<file path="src/hw/rtl/mmi_pkg.sv">
package mmi_pkg;

  // Number of buttons that produce change events after a physical report
  localparam int EventButtons = 5;

  typedef enum logic [2:0] {
    CMD_MOVE   = 3'd0,
    CMD_BUTTON = 3'd1,
    CMD_REPORT = 3'd2,
    CMD_TICK   = 3'd3,
    CMD_QUERY  = 3'd4
  } cmd_kind_t;

  typedef enum logic [1:0] {
    ACT_DOWN  = 2'd0,
    ACT_UP    = 2'd1,
    ACT_CLICK = 2'd2,
    ACT_NONE  = 2'd3
  } btn_action_t;

  typedef enum logic [1:0] {
    RES_REPORT = 2'd0,
    RES_EVENT  = 2'd1,
    RES_SYNTH  = 2'd2,
    RES_STATE  = 2'd3
  } res_kind_t;

  typedef enum logic [1:0] {
    CFG_ENABLED = 2'd0,
    CFG_X_POS   = 2'd1,
    CFG_Y_POS   = 2'd2,
    CFG_UNUSED  = 2'd3
  } cfg_index_t;

  // One result group: a head result plus the button events that follow it
  typedef struct packed {
    res_kind_t               kind;
    logic signed [15:0]      x;
    logic signed [15:0]      y;
    logic signed [7:0]       wheel;
    logic [7:0]              mask;
    logic                    merged;
    logic [EventButtons-1:0] evt;
  } mmi_group_t;

  // Push of one result group from the command core to the emitter
  typedef struct packed {
    logic       push;
    mmi_group_t group;
  } mmi_push_t;

endpackage

</file>
<file path="src/hw/rtl/mmi_core.sv">
module mmi_core
  import mmi_pkg::*;
(
  input  logic               clk,
  input  logic               rst,
  input  logic               take,
  input  logic [2:0]         kind,
  input  logic signed [31:0] move_dx,
  input  logic signed [31:0] move_dy,
  input  logic signed [31:0] move_wheel,
  input  logic [7:0]         button_id,
  input  logic [1:0]         button_action,
  input  logic [7:0]         report_buttons,
  input  logic signed [15:0] report_x,
  input  logic signed [15:0] report_y,
  input  logic [6:0]         report_length,
  input  logic               cfg_we,
  input  logic [1:0]         cfg_index,
  input  logic [5:0]         cfg_data,
  output mmi_push_t          push_out
);

  logic              enabled;
  logic [5:0]        x_position;
  logic [5:0]        y_position;
  logic [31:0]       pending_x;
  logic [31:0]       pending_y;
  logic [31:0]       pending_scroll;
  logic [7:0]        held_buttons;

  logic [31:0]       pending_x_next;
  logic [31:0]       pending_y_next;
  logic [31:0]       pending_scroll_next;
  logic [7:0]        held_buttons_next;
  mmi_push_t         push_next;

  logic              merge_ok;
  logic              any_xy;
  logic              any_pending;
  logic [7:0]        btn_bit;
  logic [7:0]        new_mask;
  logic [7:0]        changed;
  logic signed [32:0] sum_x;
  logic signed [32:0] sum_y;

  function automatic logic signed [15:0] sat16(input logic signed [32:0] v);
    logic signed [15:0] r;
    if (v > 33'sd32767) begin
      r = 16'sh7FFF;
    end else if (v < -33'sd32768) begin
      r = 16'sh8000;
    end else begin
      r = v[15:0];
    end
    return r;
  endfunction

  function automatic logic signed [7:0] sat8(input logic signed [31:0] v);
    logic signed [7:0] r;
    if (v > 32'sd127) begin
      r = 8'sh7F;
    end else if (v < -32'sd128) begin
      r = 8'sh80;
    end else begin
      r = v[7:0];
    end
    return r;
  endfunction

  // Decode merge validity and button mask updates
  always_comb begin
    merge_ok = enabled && (x_position != 6'd0) && (y_position != 6'd0) &&
               ({1'b0, x_position} + 7'd2 <= report_length) &&
               ({1'b0, y_position} + 7'd2 <= report_length);
    any_xy      = (pending_x != 32'd0) || (pending_y != 32'd0);
    any_pending = any_xy || (pending_scroll != 32'd0);
    btn_bit     = 8'd1 << (button_id[2:0] - 3'd1);
    new_mask    = (report_length >= 7'd2) ? report_buttons : 8'd0;
    changed     = held_buttons ^ new_mask;
    sum_x = 33'(report_x) + 33'(signed'(pending_x));
    sum_y = 33'(report_y) + 33'(signed'(pending_y));
  end

  // Compute next state and the result group for the current command
  always_comb begin
    pending_x_next      = pending_x;
    pending_y_next      = pending_y;
    pending_scroll_next = pending_scroll;
    held_buttons_next   = held_buttons;
    push_next.push         = 1'b0;
    push_next.group.kind   = RES_REPORT;
    push_next.group.x      = 16'sd0;
    push_next.group.y      = 16'sd0;
    push_next.group.wheel  = 8'sd0;
    push_next.group.mask   = held_buttons;
    push_next.group.merged = 1'b0;
    push_next.group.evt    = '0;
    unique case (kind)
      CMD_MOVE: begin
        pending_x_next      = pending_x + move_dx;
        pending_y_next      = pending_y + move_dy;
        pending_scroll_next = pending_scroll + move_wheel;
      end
      CMD_BUTTON: begin
        if (button_id >= 8'd1 && button_id <= 8'd8) begin
          unique case (button_action)
            ACT_DOWN, ACT_CLICK: held_buttons_next = held_buttons | btn_bit;
            ACT_UP:              held_buttons_next = held_buttons & ~btn_bit;
            default:             held_buttons_next = held_buttons;
          endcase
        end
      end
      CMD_REPORT: begin
        push_next.push    = 1'b1;
        push_next.group.x = report_x;
        push_next.group.y = report_y;
        if (merge_ok) begin
          pending_x_next = 32'd0;
          pending_y_next = 32'd0;
          if (any_xy) begin
            push_next.group.x      = sat16(sum_x);
            push_next.group.y      = sat16(sum_y);
            push_next.group.merged = 1'b1;
          end
        end
        if (enabled) begin
          held_buttons_next    = new_mask;
          push_next.group.mask = new_mask;
          push_next.group.evt  = changed[EventButtons-1:0];
        end
      end
      CMD_TICK: begin
        pending_x_next      = 32'd0;
        pending_y_next      = 32'd0;
        pending_scroll_next = 32'd0;
        push_next.push        = any_pending;
        push_next.group.kind  = RES_SYNTH;
        push_next.group.x     = 16'(sat8(signed'(pending_x)));
        push_next.group.y     = 16'(sat8(signed'(pending_y)));
        push_next.group.wheel = sat8(signed'(pending_scroll));
      end
      CMD_QUERY: begin
        push_next.push       = 1'b1;
        push_next.group.kind = RES_STATE;
      end
      default: begin
        push_next.push = 1'b0;
      end
    endcase
  end

  // Hold configuration registers
  always_ff @(posedge clk) begin
    if (rst) begin
      enabled    <= 1'b0;
      x_position <= 6'd0;
      y_position <= 6'd0;
    end else if (cfg_we) begin
      unique case (cfg_index)
        CFG_ENABLED: enabled    <= cfg_data[0];
        CFG_X_POS:   x_position <= cfg_data;
        CFG_Y_POS:   y_position <= cfg_data;
        default:     enabled    <= enabled;
      endcase
    end
  end

  // Advance accumulator state and register the result group
  always_ff @(posedge clk) begin
    if (take) begin
      push_out.group <= push_next.group;
    end
    if (rst) begin
      pending_x      <= 32'd0;
      pending_y      <= 32'd0;
      pending_scroll <= 32'd0;
      held_buttons   <= 8'd0;
      push_out.push  <= 1'b0;
    end else begin
      push_out.push <= take && push_next.push;
      if (take) begin
        pending_x      <= pending_x_next;
        pending_y      <= pending_y_next;
        pending_scroll <= pending_scroll_next;
        held_buttons   <= held_buttons_next;
      end
    end
  end

endmodule

</file>
<file path="src/hw/rtl/mmi_emit.sv">
module mmi_emit
  import mmi_pkg::*;
(
  input  logic               clk,
  input  logic               rst,
  input  mmi_push_t          push_in,
  output logic [1:0]         room,
  output logic               out_valid,
  input  logic               out_ready,
  output logic [1:0]         result_kind,
  output logic signed [15:0] out_x,
  output logic signed [15:0] out_y,
  output logic signed [7:0]  out_wheel,
  output logic [7:0]         out_mask,
  output logic [2:0]         event_button,
  output logic               event_pressed,
  output logic               was_merged,
  output logic               last
);

  localparam int Depth = 2;

  mmi_group_t              queue [Depth];
  logic                    wr_ptr;
  logic                    rd_ptr;
  logic [1:0]              count;
  mmi_group_t              cur;
  logic                    cur_valid;
  logic                    head_pend;

  logic [EventButtons-1:0] first;
  logic [2:0]              first_num;
  logic                    beat_done;
  logic                    load;
  logic                    pop;

  // Pick the lowest pending event and shape the current beat
  always_comb begin
    first     = cur.evt & (~cur.evt + EventButtons'(1));
    first_num = 3'd0;
    for (int i = 0; i < EventButtons; i++) begin
      if (first[i]) begin
        first_num = 3'(i + 1);
      end
    end
    out_valid = cur_valid;
    out_mask  = cur.mask;
    if (head_pend) begin
      result_kind   = cur.kind;
      out_x         = cur.x;
      out_y         = cur.y;
      out_wheel     = cur.wheel;
      event_button  = 3'd0;
      event_pressed = 1'b0;
      was_merged    = cur.merged;
      last          = (cur.evt == '0);
    end else begin
      result_kind   = RES_EVENT;
      out_x         = 16'sd0;
      out_y         = 16'sd0;
      out_wheel     = 8'sd0;
      event_button  = first_num;
      event_pressed = |(first & cur.mask[EventButtons-1:0]);
      was_merged    = 1'b0;
      last          = ((cur.evt & ~first) == '0);
    end
    beat_done = cur_valid && out_ready;
    load      = (!cur_valid || (beat_done && last)) && (count != 2'd0);
    pop       = load;
    room      = 2'(Depth) - count;
  end

  // Track queue occupancy and pointers
  always_ff @(posedge clk) begin
    if (rst) begin
      wr_ptr <= 1'b0;
      rd_ptr <= 1'b0;
      count  <= 2'd0;
    end else begin
      if (push_in.push) begin
        wr_ptr <= ~wr_ptr;
      end
      if (pop) begin
        rd_ptr <= ~rd_ptr;
      end
      count <= count + 2'(push_in.push) - 2'(pop);
    end
  end

  // Store result groups
  always_ff @(posedge clk) begin
    if (push_in.push) begin
      queue[wr_ptr] <= push_in.group;
    end
  end

  // Advance through the current group one beat at a time
  always_ff @(posedge clk) begin
    if (rst) begin
      cur_valid <= 1'b0;
      head_pend <= 1'b0;
    end else if (load) begin
      cur_valid <= 1'b1;
      head_pend <= 1'b1;
    end else if (beat_done) begin
      if (last) begin
        cur_valid <= 1'b0;
      end
      head_pend <= 1'b0;
    end
  end

  always_ff @(posedge clk) begin
    if (load) begin
      cur <= queue[rd_ptr];
    end else if (beat_done && !head_pend) begin
      cur.evt <= cur.evt & ~first;
    end
  end

endmodule

</file>
<file path="src/hw/rtl/mouse_motion_injector.sv">
// Channel  | Direction | Handshake            | Beat contents
// ---------+-----------+----------------------+---------------------------------------
// in       | input     | in_valid / in_ready  | kind, move_*, button_*, report_*
// out      | output    | out_valid / out_ready| result_kind, out_*, event_*, last
// cfg      | input     | cfg_valid / cfg_ready| cfg_index, cfg_data
//
// An input beat updates state as soon as it is taken. in_ready drops when the queue
// is full, or would keep only one free slot with a group still in flight, so a steady
// stream of result-making beats stalls even under a free output.
// Each result group leaves as 1 to 1+EventButtons beats, one per cycle while out_ready
// is high, after passing the core's push register, the queue and the current group.
// Reset clears state, registers and queue; output stalls back up; cfg_ready is high.
module mouse_motion_injector
  import mmi_pkg::*;
(
  input  logic               clk,
  input  logic               rst,
  input  logic               in_valid,
  output logic               in_ready,
  input  logic [2:0]         kind,
  input  logic signed [31:0] move_dx,
  input  logic signed [31:0] move_dy,
  input  logic signed [31:0] move_wheel,
  input  logic [7:0]         button_id,
  input  logic [1:0]         button_action,
  input  logic [7:0]         report_buttons,
  input  logic signed [15:0] report_x,
  input  logic signed [15:0] report_y,
  input  logic [6:0]         report_length,
  output logic               out_valid,
  input  logic               out_ready,
  output logic [1:0]         result_kind,
  output logic signed [15:0] out_x,
  output logic signed [15:0] out_y,
  output logic signed [7:0]  out_wheel,
  output logic [7:0]         out_mask,
  output logic [2:0]         event_button,
  output logic               event_pressed,
  output logic               was_merged,
  output logic               last,
  input  logic               cfg_valid,
  output logic               cfg_ready,
  input  logic [1:0]         cfg_index,
  input  logic [5:0]         cfg_data
);

  mmi_push_t  push;
  logic [1:0] room;
  logic       take;

  // Accept a command only when the queue can hold a group beyond one in flight
  assign in_ready  = (room > 2'd1) || ((room == 2'd1) && !push.push);
  assign take      = in_valid && in_ready;
  assign cfg_ready = 1'b1;

  mmi_core u_core (
    .clk            (clk),
    .rst            (rst),
    .take           (take),
    .kind           (kind),
    .move_dx        (move_dx),
    .move_dy        (move_dy),
    .move_wheel     (move_wheel),
    .button_id      (button_id),
    .button_action  (button_action),
    .report_buttons (report_buttons),
    .report_x       (report_x),
    .report_y       (report_y),
    .report_length  (report_length),
    .cfg_we         (cfg_valid),
    .cfg_index      (cfg_index),
    .cfg_data       (cfg_data),
    .push_out       (push)
  );

  mmi_emit u_emit (
    .clk           (clk),
    .rst           (rst),
    .push_in       (push),
    .room          (room),
    .out_valid     (out_valid),
    .out_ready     (out_ready),
    .result_kind   (result_kind),
    .out_x         (out_x),
    .out_y         (out_y),
    .out_wheel     (out_wheel),
    .out_mask      (out_mask),
    .event_button  (event_button),
    .event_pressed (event_pressed),
    .was_merged    (was_merged),
    .last          (last)
  );

endmodule
</file>
<file path="config.mk">
export PLATFORM = sky130hd
export DESIGN_NAME = mouse_motion_injector
export DESIGN_NICKNAME = d
export VERILOG_FILES = /design/src/hw/rtl/mmi_pkg.sv /design/src/hw/rtl/mmi_core.sv /design/src/hw/rtl/mmi_emit.sv /design/src/hw/rtl/mouse_motion_injector.sv
export SDC_FILE = /design/constraint.sdc
export NUM_CORES = 1
export LEC_CHECK = 0
export BUFFER_PORTS_ARGS = -buffer_cell sky130_fd_sc_hd__buf_2
export CAP_MARGIN = 30
export CORE_MARGIN = 1.5
export CORE_UTILIZATION = 27
export DETAILED_ROUTE_END_ITERATION = 6
export SLEW_MARGIN = 25
export SYNTH_ARGS = -nofsm -noshare
export SYNTH_HDL_FRONTEND = slang
export SYNTH_HIERARCHICAL = 1
export SYNTH_SLANG_ARGS = --single-unit
</file>
<file path="constraint.sdc">
create_clock -name clk -period 10.6 [get_ports clk]
set_clock_uncertainty 0.2 [all_clocks]
set_input_delay 0.53 -clock clk [delete_from_list [all_inputs] [get_ports clk]]
set_output_delay 0.53 -clock clk [all_outputs]
set_load 0.01 [all_outputs]
</file>
==> results.sh <==
export IMPL_avgSynthCellArea_um2=9.61
export IMPL_syn_area_um2=22900
export IMPL_final_cycle_utilization_of_the_critical_path_pct=44.3
export IMPL_power_density_nw_per_um2=166
export IMPL_vias_per_cell=5.03
export IMPL_post_synth_top_area_fraction_pct=29.3
export IMPL_cts_resized=0
export IMPL_netlist_top_cells_area="sky130_fd_sc_hd__edfxtp_1, sky130_fd_sc_hd__dfxtp_1, sky130_fd_sc_hd__ha_1"
export IMPL_p_sw_mw=1.43
export IMPL_chipWidth_um=295
export IMPL_yosysSeqAreaShare_pct=40.2
export IMPL_core_area_um2=83800
export IMPL_setup_violations_final=0
export IMPL_global_route_usage_total_pct=15.3
export IMPL_maxCapViolations=0
export IMPL_grt_antenna_before_repair=29
export IMPL_dieArea_um2=86700
export IMPL_layout_filler_cells=8768
export IMPL_cts_hold_repair_buffers=0
export IMPL_fin_nets=2936
export IMPL_period_needed_ps=4690
export IMPL_slew_violations=0
export IMPL_grt_overflow_total=0
export IMPL_power_clock_fraction_pct=32.4
export IMPL_drtIter0Drc=1177
export IMPL_timing_final_ws_setup_ps=5910
export IMPL_dp_hpwl_um=51700
export IMPL_io_buffer_count=226
export IMPL_cts_buffers_inserted=41
export IMPL_remaining_drc_errors=0
export IMPL_synthDominantAreaCellType="sky130_fd_sc_hd__edfxtp_1"
export IMPL_grt_max_degree=61
export IMPL_grt_first_pass_wirelength_um=104000
export IMPL_core_rowCount=106
export IMPL_worstReg2RegStart="u_core/y_position[1]"
export IMPL_rrSetupSlack_ps=5910
export IMPL_ys_dominant_reg_cell="sky130_fd_sc_hd__edfxtp_1"
export IMPL_synthArstFlopShare_pct=0
export IMPL_num_vias=18900
export IMPL_worst_hold_path_type="in -> reg"
export IMPL_path_clk_slew_ps=60
export IMPL_numPlacedInstances=3676
export IMPL_postSynthNetCount=2737
export IMPL_max_clock_buf_depth=3
export IMPL_synth_enable_flop_cells=224
export IMPL_via_count_of_the_first_global_routing_pass=17500
export IMPL_final_hold_viol_count=0
export IMPL_cts_htree_levels=2
export IMPL_wire_per_inst_um=18.1
export IMPL_cp_arrival_ps=4810
export IMPL_initial_utilization_pct=27.4
export IMPL_clk_sinks=349
export IMPL_most_common_cell_after_layout_fill_and_taps_aside="sky130_fd_sc_hd__buf_2"
export IMPL_layoutNonFillerInstCount=3761
export IMPL_footprint_of_the_multi_input_gates_um2=13100
export IMPL_combinationalPowerShare_pct=24.6
export IMPL_final_core_utilization_pct=31.8
export IMPL_vdd_ir_drop_max_mv=0.119
export IMPL_worst_hold_slack_ps=54.5
export IMPL_timing_slew_headroom_pct=40.3
export IMPL_worst_r2r_path_depth=16
export IMPL_ff_latch_area_um2=9230
export IMPL_cts_setup_buffers=0
export IMPL_cts_tree="yes"
export IMPL_ys_types=102
export IMPL_sw_frac_of_total_pct=32.3
export IMPL_cts_root_buf="sky130_fd_sc_hd__clkbuf_16"
export IMPL_ys_seq_elements=349
export IMPL_drt_pass1_iter_count=5
export IMPL_dp_slack_ps=5850
export IMPL_timing_critical_path_required_ps=10720
export IMPL_sum_neg_setup_slack_ps=0
export IMPL_rsz0062_at_grt="false"
export IMPL_critPathLaunch="u_core/y_position[1]"
export IMPL_post_route_cells_drive_above_1_share_pct=16.4
export IMPL_status="finished clean"
export IMPL_worst_pin_slew_ps=896
export IMPL_timing_critical_path_to_type="flip-flop"
export IMPL_timing_fmax_mhz=213
export IMPL_drtAntennaViolNets=0
export IMPL_synthesis_instances=2387
export IMPL_power_frac_seq_pct=43.1
export IMPL_num_io_pins=228
export IMPL_power_leakage_nw=10.9
export IMPL_crit_path_max_fanout=36
export IMPL_worst_r2r_endpoint="u_core/push_out[24]"
export IMPL_final_wirelength_um=68100
export IMPL_setup_worst_path_class="reg -> reg"
export IMPL_yosys_warnings=6
export IMPL_worst_skew_pair_late_latency_ps=590
export IMPL_dieHeight_um=295
export IMPL_commonest_cells_after_routing_fill_and_taps_aside="sky130_fd_sc_hd__buf_2, sky130_fd_sc_hd__edfxtp_1, sky130_fd_sc_hd__nor2_1, sky130_fd_sc_hd__a21oi_1, sky130_fd_sc_hd__ha_1"
export IMPL_endpoint_of_the_most_critical_setup_path="u_core/push_out[24]"
export IMPL_internal_power_contribution_mw=2.99
export IMPL_worst_setup_path_start_kind="flip-flop"
export IMPL_replace_congestion=0.892
export IMPL_syn_to_final_growth_pct=16.3
==> cells in the mapped netlist (7+ instances only) <==
cell type,instances
sky130_fd_sc_hd__ha_1,176
sky130_fd_sc_hd__o21ai_2,11
sky130_fd_sc_hd__o211ai_1,12
sky130_fd_sc_hd__nor4b_1,7
sky130_fd_sc_hd__inv_1,64
sky130_fd_sc_hd__nor4_1,30
sky130_fd_sc_hd__nor3b_1,12
sky130_fd_sc_hd__or3_1,19
sky130_fd_sc_hd__a21oi_1,189
sky130_fd_sc_hd__nand2_1,158
sky130_fd_sc_hd__nor2b_1,47
sky130_fd_sc_hd__mux2i_1,32
sky130_fd_sc_hd__buf_4,10
sky130_fd_sc_hd__mux2_2,52
sky130_fd_sc_hd__a221oi_1,9
sky130_fd_sc_hd__clkbuf_1,69
sky130_fd_sc_hd__and2_0,8
sky130_fd_sc_hd__o22ai_1,10
sky130_fd_sc_hd__nand2b_1,36
sky130_fd_sc_hd__and4_1,7
sky130_fd_sc_hd__a31oi_1,20
sky130_fd_sc_hd__or2_2,8
sky130_fd_sc_hd__o21ai_0,137
sky130_fd_sc_hd__xor2_1,58
sky130_fd_sc_hd__o31a_1,7
sky130_fd_sc_hd__a22oi_1,52
sky130_fd_sc_hd__nor2_1,217
sky130_fd_sc_hd__o31ai_1,11
sky130_fd_sc_hd__and3_1,26
sky130_fd_sc_hd__o21bai_1,19
sky130_fd_sc_hd__and2_1,54
sky130_fd_sc_hd__o21a_1,24
sky130_fd_sc_hd__dfxtp_1,125
sky130_fd_sc_hd__xnor2_1,77
sky130_fd_sc_hd__a21o_1,77
sky130_fd_sc_hd__a211oi_1,7
sky130_fd_sc_hd__edfxtp_1,224
sky130_fd_sc_hd__a221o_1,16
sky130_fd_sc_hd__nand4_1,42
sky130_fd_sc_hd__nand3_1,47
sky130_fd_sc_hd__nor3_1,46
==> flip-flops by register name (all words and copies together) (netlist names), 2 cells and up, named ones only <==
name,count
u_core/x_position,6
u_emit/queue,112
u_core/pending_scroll,32
u_emit/out_mask,8
u_emit/count,2
u_core/pending_y,32
u_core/pending_x,32
u_core/y_position,6
u_core/push_out,57
u_emit/cur,48
==> power by group through the flow <==
stage                     sequential (mW)  clock, mW  combinational (mW)
after floorplan                      1.86          0               0.769
after global placement               1.93          0                1.09
after detailed placement             1.94          0                1.09
after CTS                            1.91       1.47                1.10
after global routing                 1.93       1.52                1.21
final                                1.90       1.43                1.09
==> area by class of cell <==
class / instances / share of cell area, %
Inverter: 64 / 0.900
Sequential cell: 349 / 34.6
Clock inverter: 28 / 1.04
Clock buffer: 48 / 4.02
Multi-Input combinational cell: 1883 / 49.2
Tap cell: 1134 / 5.32
Timing Repair Buffer: 247 / 4.87
Antenna cell: 8 / 0.0750
==> worst min-delay path by stage <==
stage | from | endpoint | slack [ps] | cells past startpoint
CTS | cfg_data[1] | u_core/x_position[1] | 20 | 3
global route | cfg_data[4] | u_core/x_position[4] | 50 | 3
floorplan | u_core/push_out[0] | u_emit/queue[0][0] | 220 | 0
global placement | u_core/push_out[44] | u_emit/queue[1][44] | 220 | 0
finish | cfg_data[1] | u_core/x_position[1] | 50 | 3
detailed placement | u_core/push_out[13] | u_emit/queue[1][13] | 230 | 0
==> metrics by stage <==
step / area [µm²] / power [mW]
finish: 26700 / 4.42
global route: 26700 / 4.66
CTS: 26600 / 4.48
detailed placement: 25300 / 3.03
global placement: 25300 / 3.01
floorplan: 22900 / 2.63
==> metal layers <==
metal / up-vias / part of all wire (%) / global-route usage [%]
li1: 9371 / - / -
met1: 8895 / 46 / 20.8
met2: 523 / 44 / 24.1
met3: 106 / 7.7 / 3.93
met4: 36 / 2.0 / 3.52
met5: - / 0.31 / 0
==> cell families after synthesis <==
kind of cell,count (synthesis),synth area share [%]
AO/OA/AOI/OAI,686,19.9
XOR/XNOR,135,5.15
adder cells (fa/ha/maj),181,10.0
buffers and inverters,155,2.82
flip-flops,349,40.2
multiplexers,86,4.05
other,1,0.0163
AND/OR/NAND/NOR,794,17.8
==> worst max-delay path: stages, from the launching register on <==
cell and delay [ps]:
sky130_fd_sc_hd__dfxtp_1 390, sky130_fd_sc_hd__ha_1 200, sky130_fd_sc_hd__nand3_1 100, sky130_fd_sc_hd__xnor2_1 140
sky130_fd_sc_hd__ha_1 290, sky130_fd_sc_hd__o21a_1 190, sky130_fd_sc_hd__o22ai_1 140, sky130_fd_sc_hd__a31oi_1 80
sky130_fd_sc_hd__or3_4 440, sky130_fd_sc_hd__nor3_4 120, sky130_fd_sc_hd__buf_4 410, sky130_fd_sc_hd__nor2b_1 190
sky130_fd_sc_hd__nand4b_1 110, sky130_fd_sc_hd__or4b_4 510, sky130_fd_sc_hd__nor4b_4 360, sky130_fd_sc_hd__or2_2 420
sky130_fd_sc_hd__o21ai_0 150
Note: power is estimated with default switching activity, not from simulation.
